===== src/rtl/core/rpm_pkg.sv =====
// Types, constants and helper functions of the RS485 polling master.
package rpm_pkg;

  localparam int unsigned REPLY_LEN   = 7;
  localparam int unsigned TX_DEPTH    = 5;
  localparam int unsigned OUT_W       = 28;
  localparam int unsigned TDATA_OUT_W = 32;

  // Index of the last reply byte that enters the reply checksum.
  localparam logic [2:0] RX_SUM_LAST = 3'(REPLY_LEN - 2);

  // Register values after reset.
  localparam logic [7:0] POLL_ADDR_RST      = 8'd23;
  localparam logic [7:0] FUNC_CODE_RST      = 8'hE4;
  localparam logic [1:0] PAYLOAD_COUNT_RST  = 2'd2;
  localparam logic [7:0] PAYLOAD_FIRST_RST  = 8'h55;
  localparam logic [7:0] PAYLOAD_SECOND_RST = 8'hAA;
  localparam logic [7:0] POLL_PERIOD_RST    = 8'd100;
  localparam logic [7:0] RX_IDLE_TICKS_RST  = 8'd5;
  localparam logic [7:0] DRIVE_OFF_RST      = 8'd2;

  typedef enum logic [2:0] {
    REG_POLL_ADDR      = 3'd0,
    REG_FUNC_CODE      = 3'd1,
    REG_PAYLOAD_COUNT  = 3'd2,
    REG_PAYLOAD_FIRST  = 3'd3,
    REG_PAYLOAD_SECOND = 3'd4,
    REG_POLL_PERIOD    = 3'd5,
    REG_RX_IDLE_TICKS  = 3'd6,
    REG_DRIVE_OFF      = 3'd7
  } reg_idx_e;

  typedef enum logic [1:0] {
    REQ_TICK     = 2'd0,
    REQ_RX_BYTE  = 2'd1,
    REQ_TX_READY = 2'd2
  } req_e;

  typedef enum logic [2:0] {
    OP_NONE,
    OP_LOAD,
    OP_EXEC,
    OP_RX_ACC,
    OP_RX_CHECK,
    OP_TX_ACC,
    OP_TX_SEAL,
    OP_PUBLISH
  } op_e;

  typedef struct packed {
    op_e        op;
    logic [2:0] idx;
  } cmd_t;

  typedef struct packed {
    logic       close;
    logic       fire;
    logic [2:0] tx_bytes;
  } status_t;

  // Folded checksum: add high and low byte of the sum, invert, keep eight bits.
  function automatic logic [7:0] fold_sum(input logic [10:0] s);
    logic [8:0] t;
    t = {6'b0, s[10:8]} + {1'b0, s[7:0]};
    return ~t[7:0];
  endfunction

endpackage


===== src/rtl/core/rpm_ctrl.sv =====
// Sequencer of the RS485 polling master: item handshake, checksum walks, result register.
module rpm_ctrl (
  input  logic             clk_i,
  input  logic             rst_ni,
  input  logic             in_valid_i,
  output logic             in_ready_o,
  output logic             out_valid_o,
  input  logic             out_ready_i,
  input  rpm_pkg::status_t status_i,
  output rpm_pkg::cmd_t    cmd_o
);
  import rpm_pkg::*;

  typedef enum logic [2:0] {
    S_IDLE,
    S_EXEC,
    S_RX_SUM,
    S_RX_CHECK,
    S_TX_SUM,
    S_TX_SEAL,
    S_DONE
  } state_e;

  state_e     state_q;
  logic [2:0] idx_q;
  logic       fire_q;
  logic       out_valid_q;
  logic       publish;

  assign publish     = (state_q == S_DONE) && (!out_valid_q || out_ready_i);
  assign in_ready_o  = (state_q == S_IDLE);
  assign out_valid_o = out_valid_q;

  always_comb begin
    cmd_o.idx = idx_q;
    case (state_q)
      S_IDLE:     cmd_o.op = in_valid_i ? OP_LOAD : OP_NONE;
      S_EXEC:     cmd_o.op = OP_EXEC;
      S_RX_SUM:   cmd_o.op = OP_RX_ACC;
      S_RX_CHECK: cmd_o.op = OP_RX_CHECK;
      S_TX_SUM:   cmd_o.op = OP_TX_ACC;
      S_TX_SEAL:  cmd_o.op = OP_TX_SEAL;
      S_DONE:     cmd_o.op = publish ? OP_PUBLISH : OP_NONE;
      default:    cmd_o.op = OP_NONE;
    endcase
  end

  always_ff @(posedge clk_i or negedge rst_ni) begin
    if (!rst_ni) begin
      state_q     <= S_IDLE;
      idx_q       <= '0;
      fire_q      <= 1'b0;
      out_valid_q <= 1'b0;
    end else begin
      if (publish) begin
        out_valid_q <= 1'b1;
      end else if (out_ready_i) begin
        out_valid_q <= 1'b0;
      end
      case (state_q)
        S_IDLE: begin
          if (in_valid_i) begin
            state_q <= S_EXEC;
          end
        end
        S_EXEC: begin
          idx_q  <= '0;
          fire_q <= status_i.fire;
          if (status_i.close) begin
            state_q <= S_RX_SUM;
          end else if (status_i.fire) begin
            state_q <= S_TX_SUM;
          end else begin
            state_q <= S_DONE;
          end
        end
        S_RX_SUM: begin
          idx_q <= idx_q + 3'd1;
          if (idx_q == RX_SUM_LAST) begin
            state_q <= S_RX_CHECK;
          end
        end
        S_RX_CHECK: begin
          idx_q   <= '0;
          state_q <= fire_q ? S_TX_SUM : S_DONE;
        end
        S_TX_SUM: begin
          idx_q <= idx_q + 3'd1;
          if (idx_q == status_i.tx_bytes - 3'd1) begin
            state_q <= S_TX_SEAL;
          end
        end
        S_TX_SEAL: begin
          state_q <= S_DONE;
        end
        S_DONE: begin
          if (publish) begin
            state_q <= S_IDLE;
          end
        end
        default: begin
          state_q <= S_IDLE;
        end
      endcase
    end
  end

endmodule


===== src/rtl/core/rpm_datapath.sv =====
// Datapath of the RS485 polling master: registers, timers, frame stores and checksum adder.
module rpm_datapath #(
  parameter int unsigned RX_LIMIT = 32
) (
  input  logic                        clk_i,
  input  logic                        rst_ni,
  input  logic                        cfg_valid_i,
  input  logic [2:0]                  cfg_index_i,
  input  logic [7:0]                  cfg_data_i,
  input  logic [1:0]                  item_type_i,
  input  logic [7:0]                  item_data_i,
  input  rpm_pkg::cmd_t               cmd_i,
  output rpm_pkg::status_t            status_o,
  output logic [rpm_pkg::OUT_W-1:0]   out_data_o
);
  import rpm_pkg::*;

  localparam int unsigned CW = $clog2(RX_LIMIT + 1);

  logic [7:0]    poll_addr_q, func_code_q, payload_first_q, payload_second_q;
  logic [1:0]    payload_count_q;
  logic [7:0]    poll_period_q, rx_idle_ticks_q, drive_off_q;

  logic [1:0]    item_type_q;
  logic [7:0]    item_data_q;

  logic [7:0]    rx_store_q [REPLY_LEN];
  logic [CW-1:0] rx_count_q;
  logic [7:0]    rx_idle_q;
  logic          rx_enabled_q;
  logic [7:0]    tx_store_q [TX_DEPTH];
  logic [2:0]    tx_left_q, tx_pos_q;
  logic          tx_busy_q, drive_on_q, off_pending_q;
  logic [7:0]    off_count_q, poll_div_q;
  logic [15:0]   value_held_q;
  logic [10:0]   acc_q;

  logic          res_txv_q, res_upd_q, res_rej_q;
  logic [7:0]    res_txb_q;
  logic [OUT_W-1:0] out_q;

  logic [7:0]    rx_idle_d, poll_div_d, off_count_d;
  logic          close_now, fire_now, is_tick;
  logic [2:0]    tx_bytes;
  logic [7:0]    tx_sel, rx_sel, fold_acc;
  logic [10:0]   acc_d_rx, acc_d_tx;

  assign is_tick   = (item_type_q == REQ_TICK);
  assign rx_idle_d = (rx_idle_q < rx_idle_ticks_q) ? rx_idle_q + 8'd1 : rx_idle_q;
  assign close_now = (rx_idle_d >= rx_idle_ticks_q) && (rx_count_q != '0);
  assign poll_div_d = poll_div_q + 8'd1;
  assign fire_now  = (poll_div_d > poll_period_q);
  assign off_count_d = (off_count_q != 8'd0) ? off_count_q - 8'd1 : off_count_q;

  // Address and function code, then zero to two payload bytes; a count of three means two.
  assign tx_bytes = payload_count_q[1] ? 3'd4 : 3'd2 + {2'b0, payload_count_q[0]};

  assign status_o.close    = is_tick && close_now;
  assign status_o.fire     = is_tick && fire_now;
  assign status_o.tx_bytes = tx_bytes;

  always_comb begin
    case (cmd_i.idx)
      3'd0:    tx_sel = poll_addr_q;
      3'd1:    tx_sel = func_code_q;
      3'd2:    tx_sel = payload_first_q;
      3'd3:    tx_sel = payload_second_q;
      default: tx_sel = 8'd0;
    endcase
  end

  assign rx_sel   = rx_store_q[cmd_i.idx];
  assign acc_d_rx = ((cmd_i.idx == 3'd0) ? 11'd0 : acc_q) + {3'b0, rx_sel};
  assign acc_d_tx = ((cmd_i.idx == 3'd0) ? 11'd0 : acc_q) + {3'b0, tx_sel};
  assign fold_acc = fold_sum(acc_q);

  assign out_data_o = out_q;

  // Configuration registers.
  always_ff @(posedge clk_i or negedge rst_ni) begin
    if (!rst_ni) begin
      poll_addr_q      <= POLL_ADDR_RST;
      func_code_q      <= FUNC_CODE_RST;
      payload_count_q  <= PAYLOAD_COUNT_RST;
      payload_first_q  <= PAYLOAD_FIRST_RST;
      payload_second_q <= PAYLOAD_SECOND_RST;
      poll_period_q    <= POLL_PERIOD_RST;
      rx_idle_ticks_q  <= RX_IDLE_TICKS_RST;
      drive_off_q      <= DRIVE_OFF_RST;
    end else if (cfg_valid_i) begin
      case (reg_idx_e'(cfg_index_i))
        REG_POLL_ADDR:      poll_addr_q      <= cfg_data_i;
        REG_FUNC_CODE:      func_code_q      <= cfg_data_i;
        REG_PAYLOAD_COUNT:  payload_count_q  <= cfg_data_i[1:0];
        REG_PAYLOAD_FIRST:  payload_first_q  <= cfg_data_i;
        REG_PAYLOAD_SECOND: payload_second_q <= cfg_data_i;
        REG_POLL_PERIOD:    poll_period_q    <= cfg_data_i;
        REG_RX_IDLE_TICKS:  rx_idle_ticks_q  <= cfg_data_i;
        REG_DRIVE_OFF:      drive_off_q      <= cfg_data_i;
        default: ;
      endcase
    end
  end

  // Transmit frame store holds no reset value; every entry is written before it is sent.
  always_ff @(posedge clk_i) begin
    if (cmd_i.op == OP_EXEC && is_tick && fire_now) begin
      tx_store_q[0] <= poll_addr_q;
      tx_store_q[1] <= func_code_q;
      tx_store_q[2] <= payload_first_q;
      tx_store_q[3] <= payload_second_q;
    end else if (cmd_i.op == OP_TX_SEAL) begin
      tx_store_q[tx_bytes] <= fold_acc;
    end
  end

  always_ff @(posedge clk_i) begin
    if (cmd_i.op == OP_LOAD) begin
      item_type_q <= item_type_i;
      item_data_q <= item_data_i;
    end
    if (cmd_i.op == OP_RX_ACC) begin
      acc_q <= acc_d_rx;
    end else if (cmd_i.op == OP_TX_ACC) begin
      acc_q <= acc_d_tx;
    end
    if (cmd_i.op == OP_PUBLISH) begin
      out_q <= {res_rej_q, res_upd_q, value_held_q, drive_on_q, res_txb_q, res_txv_q};
    end
  end

  always_ff @(posedge clk_i or negedge rst_ni) begin
    if (!rst_ni) begin
      for (int i = 0; i < REPLY_LEN; i++) begin
        rx_store_q[i] <= 8'd0;
      end
      rx_count_q    <= '0;
      rx_idle_q     <= RX_IDLE_TICKS_RST;
      rx_enabled_q  <= 1'b1;
      tx_left_q     <= '0;
      tx_pos_q      <= '0;
      tx_busy_q     <= 1'b0;
      drive_on_q    <= 1'b0;
      off_pending_q <= 1'b0;
      off_count_q   <= DRIVE_OFF_RST;
      poll_div_q    <= '0;
      value_held_q  <= '0;
      res_txv_q     <= 1'b0;
      res_txb_q     <= '0;
      res_upd_q     <= 1'b0;
      res_rej_q     <= 1'b0;
    end else begin
      case (cmd_i.op)
        OP_LOAD: begin
          res_txv_q <= 1'b0;
          res_txb_q <= '0;
          res_upd_q <= 1'b0;
          res_rej_q <= 1'b0;
        end
        OP_EXEC: begin
          case (item_type_q)
            REQ_TICK: begin
              rx_idle_q <= close_now ? 8'd0 : rx_idle_d;
              if (off_pending_q) begin
                off_count_q <= off_count_d;
                // A poll on the same tick keeps the driver on.
                if (off_count_d == 8'd0 && !fire_now) begin
                  off_pending_q <= 1'b0;
                  drive_on_q    <= 1'b0;
                end
              end
              if (fire_now) begin
                poll_div_q    <= '0;
                tx_pos_q      <= '0;
                tx_left_q     <= tx_bytes + 3'd1;
                tx_busy_q     <= 1'b1;
                rx_enabled_q  <= 1'b0;
                drive_on_q    <= 1'b1;
                off_pending_q <= 1'b0;
              end else begin
                poll_div_q <= poll_div_d;
              end
            end
            REQ_RX_BYTE: begin
              if (rx_enabled_q) begin
                rx_idle_q <= 8'd0;
                if (rx_count_q < CW'(RX_LIMIT)) begin
                  if (rx_count_q < CW'(REPLY_LEN)) begin
                    rx_store_q[rx_count_q[2:0]] <= item_data_q;
                  end
                  rx_count_q <= rx_count_q + CW'(1);
                end
              end
            end
            REQ_TX_READY: begin
              if (tx_busy_q) begin
                if (tx_left_q != 3'd0 && tx_pos_q < 3'(TX_DEPTH)) begin
                  res_txv_q <= 1'b1;
                  res_txb_q <= tx_store_q[tx_pos_q];
                  tx_pos_q  <= tx_pos_q + 3'd1;
                  tx_left_q <= tx_left_q - 3'd1;
                end else begin
                  // Ready after the last byte: hand the line back and start the off delay.
                  tx_left_q     <= '0;
                  rx_enabled_q  <= 1'b1;
                  off_pending_q <= 1'b1;
                  off_count_q   <= drive_off_q;
                  tx_busy_q     <= 1'b0;
                end
              end else begin
                rx_enabled_q <= 1'b1;
              end
            end
            default: ;
          endcase
        end
        OP_RX_CHECK: begin
          if (rx_store_q[0] == poll_addr_q && fold_acc == rx_store_q[REPLY_LEN-1]) begin
            value_held_q <= {rx_store_q[3], rx_store_q[4]};
            res_upd_q    <= 1'b1;
          end else begin
            res_rej_q <= 1'b1;
          end
          for (int i = 0; i < REPLY_LEN; i++) begin
            rx_store_q[i] <= 8'd0;
          end
          rx_count_q <= '0;
        end
        default: ;
      endcase
    end
  end

endmodule


===== src/rtl/core/rs485_poll_master.sv =====
// Top level of the RS485 polling master: stream ports, configuration port and core wiring.
//
// Each input request is a timer tick, a received byte or a transmitter-ready event, and each
// one yields exactly one result that reports the byte to send, the driver enable level, the
// last accepted control value and whether a reply frame was taken or rejected on that request.
// A received byte, a ready event or a tick that closes no frame and fires no poll passes
// only through the load, execute and done steps. A tick that closes a reply frame adds a walk
// of the reply checksum over six stored bytes, one byte a cycle, and a check step; a tick
// that fires a poll adds a walk of the request checksum over its two to four bytes and a seal
// step. Results leave through an output register, so the next request is taken while a
// result still waits for the sink. Configuration writes are always ready and take effect on
// the next cycle.
module rs485_poll_master #(
  parameter int unsigned RX_LIMIT = 32
) (
  input  logic        clk_i,
  input  logic        rst_ni,
  // Request stream.
  input  logic        s_axis_tvalid_i,
  output logic        s_axis_tready_o,
  input  logic [7:0]  s_axis_tdata_i,   // [7:0] rx_data
  input  logic [1:0]  s_axis_tuser_i,   // [1:0] req_type
  // Result stream.
  output logic        m_axis_tvalid_o,
  input  logic        m_axis_tready_i,
  // [0] tx_valid, [8:1] tx_byte, [9] drive_enable, [25:10] ctrl_value,
  // [26] ctrl_updated, [27] frame_rejected, [31:28] zero
  output logic [31:0] m_axis_tdata_o,
  // Configuration write channel.
  input  logic        cfg_valid_i,
  output logic        cfg_ready_o,
  input  logic [2:0]  cfg_index_i,
  input  logic [7:0]  cfg_data_i
);
  import rpm_pkg::*;

  cmd_t             cmd;
  status_t          status;
  logic [OUT_W-1:0] out_data;

  assign cfg_ready_o    = 1'b1;
  assign m_axis_tdata_o = {(TDATA_OUT_W - OUT_W)'(0), out_data};

  rpm_ctrl u_ctrl (
    .clk_i       (clk_i),
    .rst_ni      (rst_ni),
    .in_valid_i  (s_axis_tvalid_i),
    .in_ready_o  (s_axis_tready_o),
    .out_valid_o (m_axis_tvalid_o),
    .out_ready_i (m_axis_tready_i),
    .status_i    (status),
    .cmd_o       (cmd)
  );

  rpm_datapath #(
    .RX_LIMIT (RX_LIMIT)
  ) u_datapath (
    .clk_i       (clk_i),
    .rst_ni      (rst_ni),
    .cfg_valid_i (cfg_valid_i),
    .cfg_index_i (cfg_index_i),
    .cfg_data_i  (cfg_data_i),
    .item_type_i (s_axis_tuser_i),
    .item_data_i (s_axis_tdata_i),
    .cmd_i       (cmd),
    .status_o    (status),
    .out_data_o  (out_data)
  );

endmodule


===== config.mk =====
export PLATFORM = sky130hd
export DESIGN_NAME = rs485_poll_master
export DESIGN_NICKNAME = d
export VERILOG_FILES = /design/src/rtl/core/rpm_pkg.sv /design/src/rtl/core/rpm_ctrl.sv /design/src/rtl/core/rpm_datapath.sv /design/src/rtl/core/rs485_poll_master.sv
export SDC_FILE = /design/constraint.sdc
export NUM_CORES = 1
export LEC_CHECK = 0
export ABC_CLOCK_PERIOD_IN_PS = 3600
export BUFFER_PORTS_ARGS = -buffer_cell sky130_fd_sc_hd__buf_2
export CORE_MARGIN = 4
export CORE_UTILIZATION = 55
export CTS_CLUSTER_DIAMETER = 120
export DETAILED_ROUTE_END_ITERATION = 16
export GPL_ROUTABILITY_DRIVEN = 0
export PLACE_DENSITY = 0.82
export SLEW_MARGIN = 20
export SYNTH_ARGS = -nofsm -noshare
export SYNTH_HDL_FRONTEND = slang
export SYNTH_SLANG_ARGS = --single-unit
export TNS_END_PERCENT = 20

===== constraint.sdc =====
create_clock -name clk_i -period 3.6 [get_ports clk_i]
set_input_delay 0.18 -clock clk_i [delete_from_list [all_inputs] [get_ports clk_i]]
set_output_delay 0.18 -clock clk_i [all_outputs]
set_load 0.02 [all_outputs]

==> impl_metrics.tcl <==
set metrics [dict create \
    hold_path_depth 2 \
    synth-simple-area-share_pct 12.4 \
    antenna_found_initial 0 \
    postSynth.asyncResetShare_pct 66.1 \
    drive_gt1_share_pct 22.7 \
    ant_nets 0 \
    outcome "finished, final reports clean" \
    hpwl_um 23100 \
    ys_ff_latch 286 \
    grt_max_degree 113 \
    grt_usage_pct 23.3 \
    fp-row-count 58 \
    period_minus_slack_ns 3.47 \
    synth_edf_count 97 \
    seq_area_frac_synth_pct 53.9 \
    crit_type "register to register" \
    cts.sinks 286 \
    yosys-mux-area-fraction_pct 10.4 \
    ios 61 \
    multi_input_area_um2 6140 \
    grt_pass1_vias 10100 \
    drt-initial-drc-count 1105 \
    area_growth_syn_to_layout_pct 13.2 \
    whs_ns 0.0229 \
    die_area_um2 28500 \
    die_h_um 169 \
    cp_data_required_time_ns 3.90 \
    regArea_um2 7680 \
    ctsHtreeMaxLevel 1 \
    min-delay-start "cfg_data_i[0]" \
    gr-usage-met3_pct 4.06 \
    fmax_mhz 288 \
    r2r-end "u_datapath.acc_q[8]$_DFFE_PP_" \
    worstPathArrival_ns 3.78 \
    p_per_area_nw_per_um2 733 \
    drv_slew 0 \
    tightest_slew_ns 0.976 \
    finalHoldViolCount 0 \
    dp_slack_ns -0.0495 \
    fin_nets 1402 \
    ff2ff_setup_slack_ns 0.13 \
    layout_common_cells "dfrtp_1 (161), nand2_1 (130), o21ai_0 (107), edfxtp_1 (97), mux2_2 (78)" \
    post-route-cell-area_um2 16100 \
    cp-end-kind "register" \
    final_cells 1679 \
    synth_area_per_cell_um2 11.4 \
    peakVddDrop_mv 0.477 \
    met2_usage_pct 37.5 \
    cp-start-kind "register" \
    drt-pass1-iter-count 5 \
    core_area_um2 25300 \
    synth-compound-area-share_pct 12.0 \
    crit_fanout 8 \
    finalCritPeriodShare_pct 96.5 \
    root_buffer "clkbuf_16" \
    use_met1_pct 31.7 \
    dp_cells 1609 \
    synthAdderAreaFrac_pct 4.50 \
    die_w_um 169 \
    setup_viol 0 \
    grt_pass1_wl_um 53600 \
    max_cap_viol_count 0 \
    overflow 0 \
    synth.distinct_cells 75 \
    synth_ff_type "dfrtp_1" \
    n_antenna_cell 0 \
    skew_ns 0.0284 \
    placed_area_um2 14900 \
    synth_area_um2 14200 \
    yosys.area_share.xor_xnor_pct 3.09 \
    fin_ws_ns 0.126 \
    start_util_pct 56.2 \
    slew_headroom_pct 34.6 \
    power_mw 11.8 \
    wl_per_cell_um 19.9 \
    busiest_layer "met2" \
    ys_warn_count 0 \
    hold-path-endpoint "u_datapath.rx_idle_ticks_q[0]$_DFFE_PN1P_" \
    clkLatencyLatePin_ns 0.56 \
    numCtsBuffers 29 \
    r2r_start "u_ctrl.idx_q[0]$_DFFE_PN0P_" \
    syn_inst 1250 \
    viasPerCell 6.12 \
    drcViolationCount 0 \
    fillers 1847 \
    layout_commonest_cell "dfrtp_1" \
    reg2reg_depth 14 \
    vias 10300 \
    routed_wl_um 33400 \
    synth_top_family_by_area "simple AND/OR/NAND/NOR gates" \
    cts_tree "done" \
    min_path_type "input port to register" \
    place.port_buffers 55 \
    p_leak_nw 6.91 \
    clkTransAtPathRegs_ns 0.07 \
    clk_path_buf_depth 3 \
]
## repair_timing
item,CTS,global route
pin swaps,0,4
buffers inserted,0,4
hold buffers,12,0
endpoints found under the hold margin,105,0
resized for setup,1,16
setup endpoints to repair,2,12
## cell families after synthesis
group	count (synthesis)
buf+inv	123
flops	286
mux	114
xor+xnor	47
simple gates	354
fa+ha+maj	50
compound gates	274
other cells	2
## state kept, by name, indices dropped and copies added (netlist names), 8 cells and up
signal / count
u_datapath.drive_off_q: 8
u_datapath.func_code_q: 8
u_datapath.res_txb_q: 8
u_datapath.item_data_q: 8
u_datapath.payload_first_q: 8
u_datapath.rx_idle_q: 8
u_datapath.payload_second_q: 8
u_datapath.off_count_q: 8
u_datapath.poll_addr_q: 8
u_datapath.tx_store_q: 48
u_datapath.poll_div_q: 8
u_datapath.rx_store_q: 56
u_datapath.poll_period_q: 8
u_datapath.acc_q: 11
u_datapath.out_data_o: 28
u_datapath.rx_idle_ticks_q: 8
u_datapath.value_held_q: 16
## metrics by stage
stage / TNS, ns / util [%]
floorplan: 0 / -
global placement: 0 / 58.9
detailed placement: -0.156 / 58.9
CTS: 0 / 63.3
global route: -0.0119 / 63.6
finish: 0 / 63.6
## final cells by class
cell class              count  area share, %
clock buffers              38           5.17
repair buffers            103           4.29
well taps                 330           2.56
clock inverters            16          0.932
multi-input cells         852           38.1
flip-flops and latches    286           47.7
inverters                  54           1.26
## cell usage after synthesis, types with 6 or more instances
| library cell | instances | area (um2) |
|---|---|---|
| buf_2 | 13 | 65.1 |
| a31oi_1 | 9 | 56.3 |
| buf_4 | 6 | 45.0 |
| or3_1 | 6 | 37.5 |
| xor2_1 | 16 | 140 |
| mux4_2 | 16 | 360 |
| nor2_1 | 58 | 218 |
| nand3_1 | 66 | 330 |
| and3_1 | 13 | 81.3 |
| nand4_1 | 8 | 50.1 |
| o21ai_0 | 109 | 546 |
| o31ai_1 | 6 | 45.0 |
| mux2_4 | 9 | 135 |
| a22o_1 | 10 | 87.6 |
| buf_1 | 9 | 33.8 |
| a211oi_1 | 7 | 52.6 |
| nor2b_1 | 14 | 87.6 |
| clkbuf_1 | 39 | 146 |
| nor3_1 | 9 | 45.0 |
| mux2i_1 | 10 | 100 |
| a21oi_1 | 40 | 200 |
| dfrtp_1 | 162 | 4050 |
| a21o_1 | 12 | 90.1 |
| nand2b_1 | 9 | 56.3 |
| a22oi_1 | 26 | 195 |
| edfxtp_1 | 97 | 2910 |
| mux2_2 | 79 | 890 |
| ha_1 | 48 | 601 |
| dfstp_2 | 27 | 709 |
| o21ai_1 | 13 | 65.1 |
| nand2_1 | 130 | 488 |
| xnor2_1 | 29 | 254 |
| inv_1 | 53 | 199 |
## per-layer routing
| layer | vias up | routed length (um) |
|---|---|---|
| met1 | 5060 | 13700 |
| li1 | 4683 | - |
| met4 | 0 | 1410 |
| met3 | 83 | 2450 |
| met5 | - | 0 |
| met2 | 452 | 15800 |
## report_power, final
part,leakage [nW],total [mW],internal (mW),switching [mW]
Clock,0.481,3.06,1.78,1.28
Sequential,3.34,4.70,4.20,0.498
Combinational,3.09,4.05,1.62,2.43
## worst max-delay path by stage
stage / slack, ns / endpoint / depth (start not counted) / startpoint
final: 0.13 / u_datapath.acc_q[8]$_DFFE_PP_ / 14 / u_ctrl.idx_q[0]$_DFFE_PN0P_
after floorplan: 0.01 / u_datapath.acc_q[8]$_DFFE_PP_ / 16 / u_ctrl.idx_q[0]$_DFFE_PN0P_
after global placement: 0.12 / u_datapath.rx_idle_q[5]$_DFFE_PN0P_ / 15 / u_datapath.rx_idle_q[1]$_DFFE_PN0P_
after detailed placement: -0.05 / u_datapath.rx_idle_q[6]$_DFFE_PN0P_ / 17 / u_datapath.rx_idle_ticks_q[5]$_DFFE_PN0P_
after global routing: -0.01 / u_datapath.rx_idle_q[5]$_DFFE_PN0P_ / 15 / u_datapath.rx_idle_q[1]$_DFFE_PN0P_
after CTS: 0.003 / u_datapath.rx_idle_q[6]$_DFFE_PN0P_ / 16 / u_datapath.rx_idle_ticks_q[5]$_DFFE_PN0P_
## critical path: stages, from the launching register on
cell,delay (ns)
dfrtp_1,0.39
inv_1,0.13
ha_1,0.23
or3_1,0.39
a21oi_2,0.15
nor2_2,0.09
a22o_1,0.24
ha_1,0.22
fa_1,0.40
a21o_1,0.18
a21o_1,0.19
a21oi_1,0.22
o21a_1,0.19
or2_2,0.13
xnor2_1,0.06
Power figures use the tool's default switching activity.
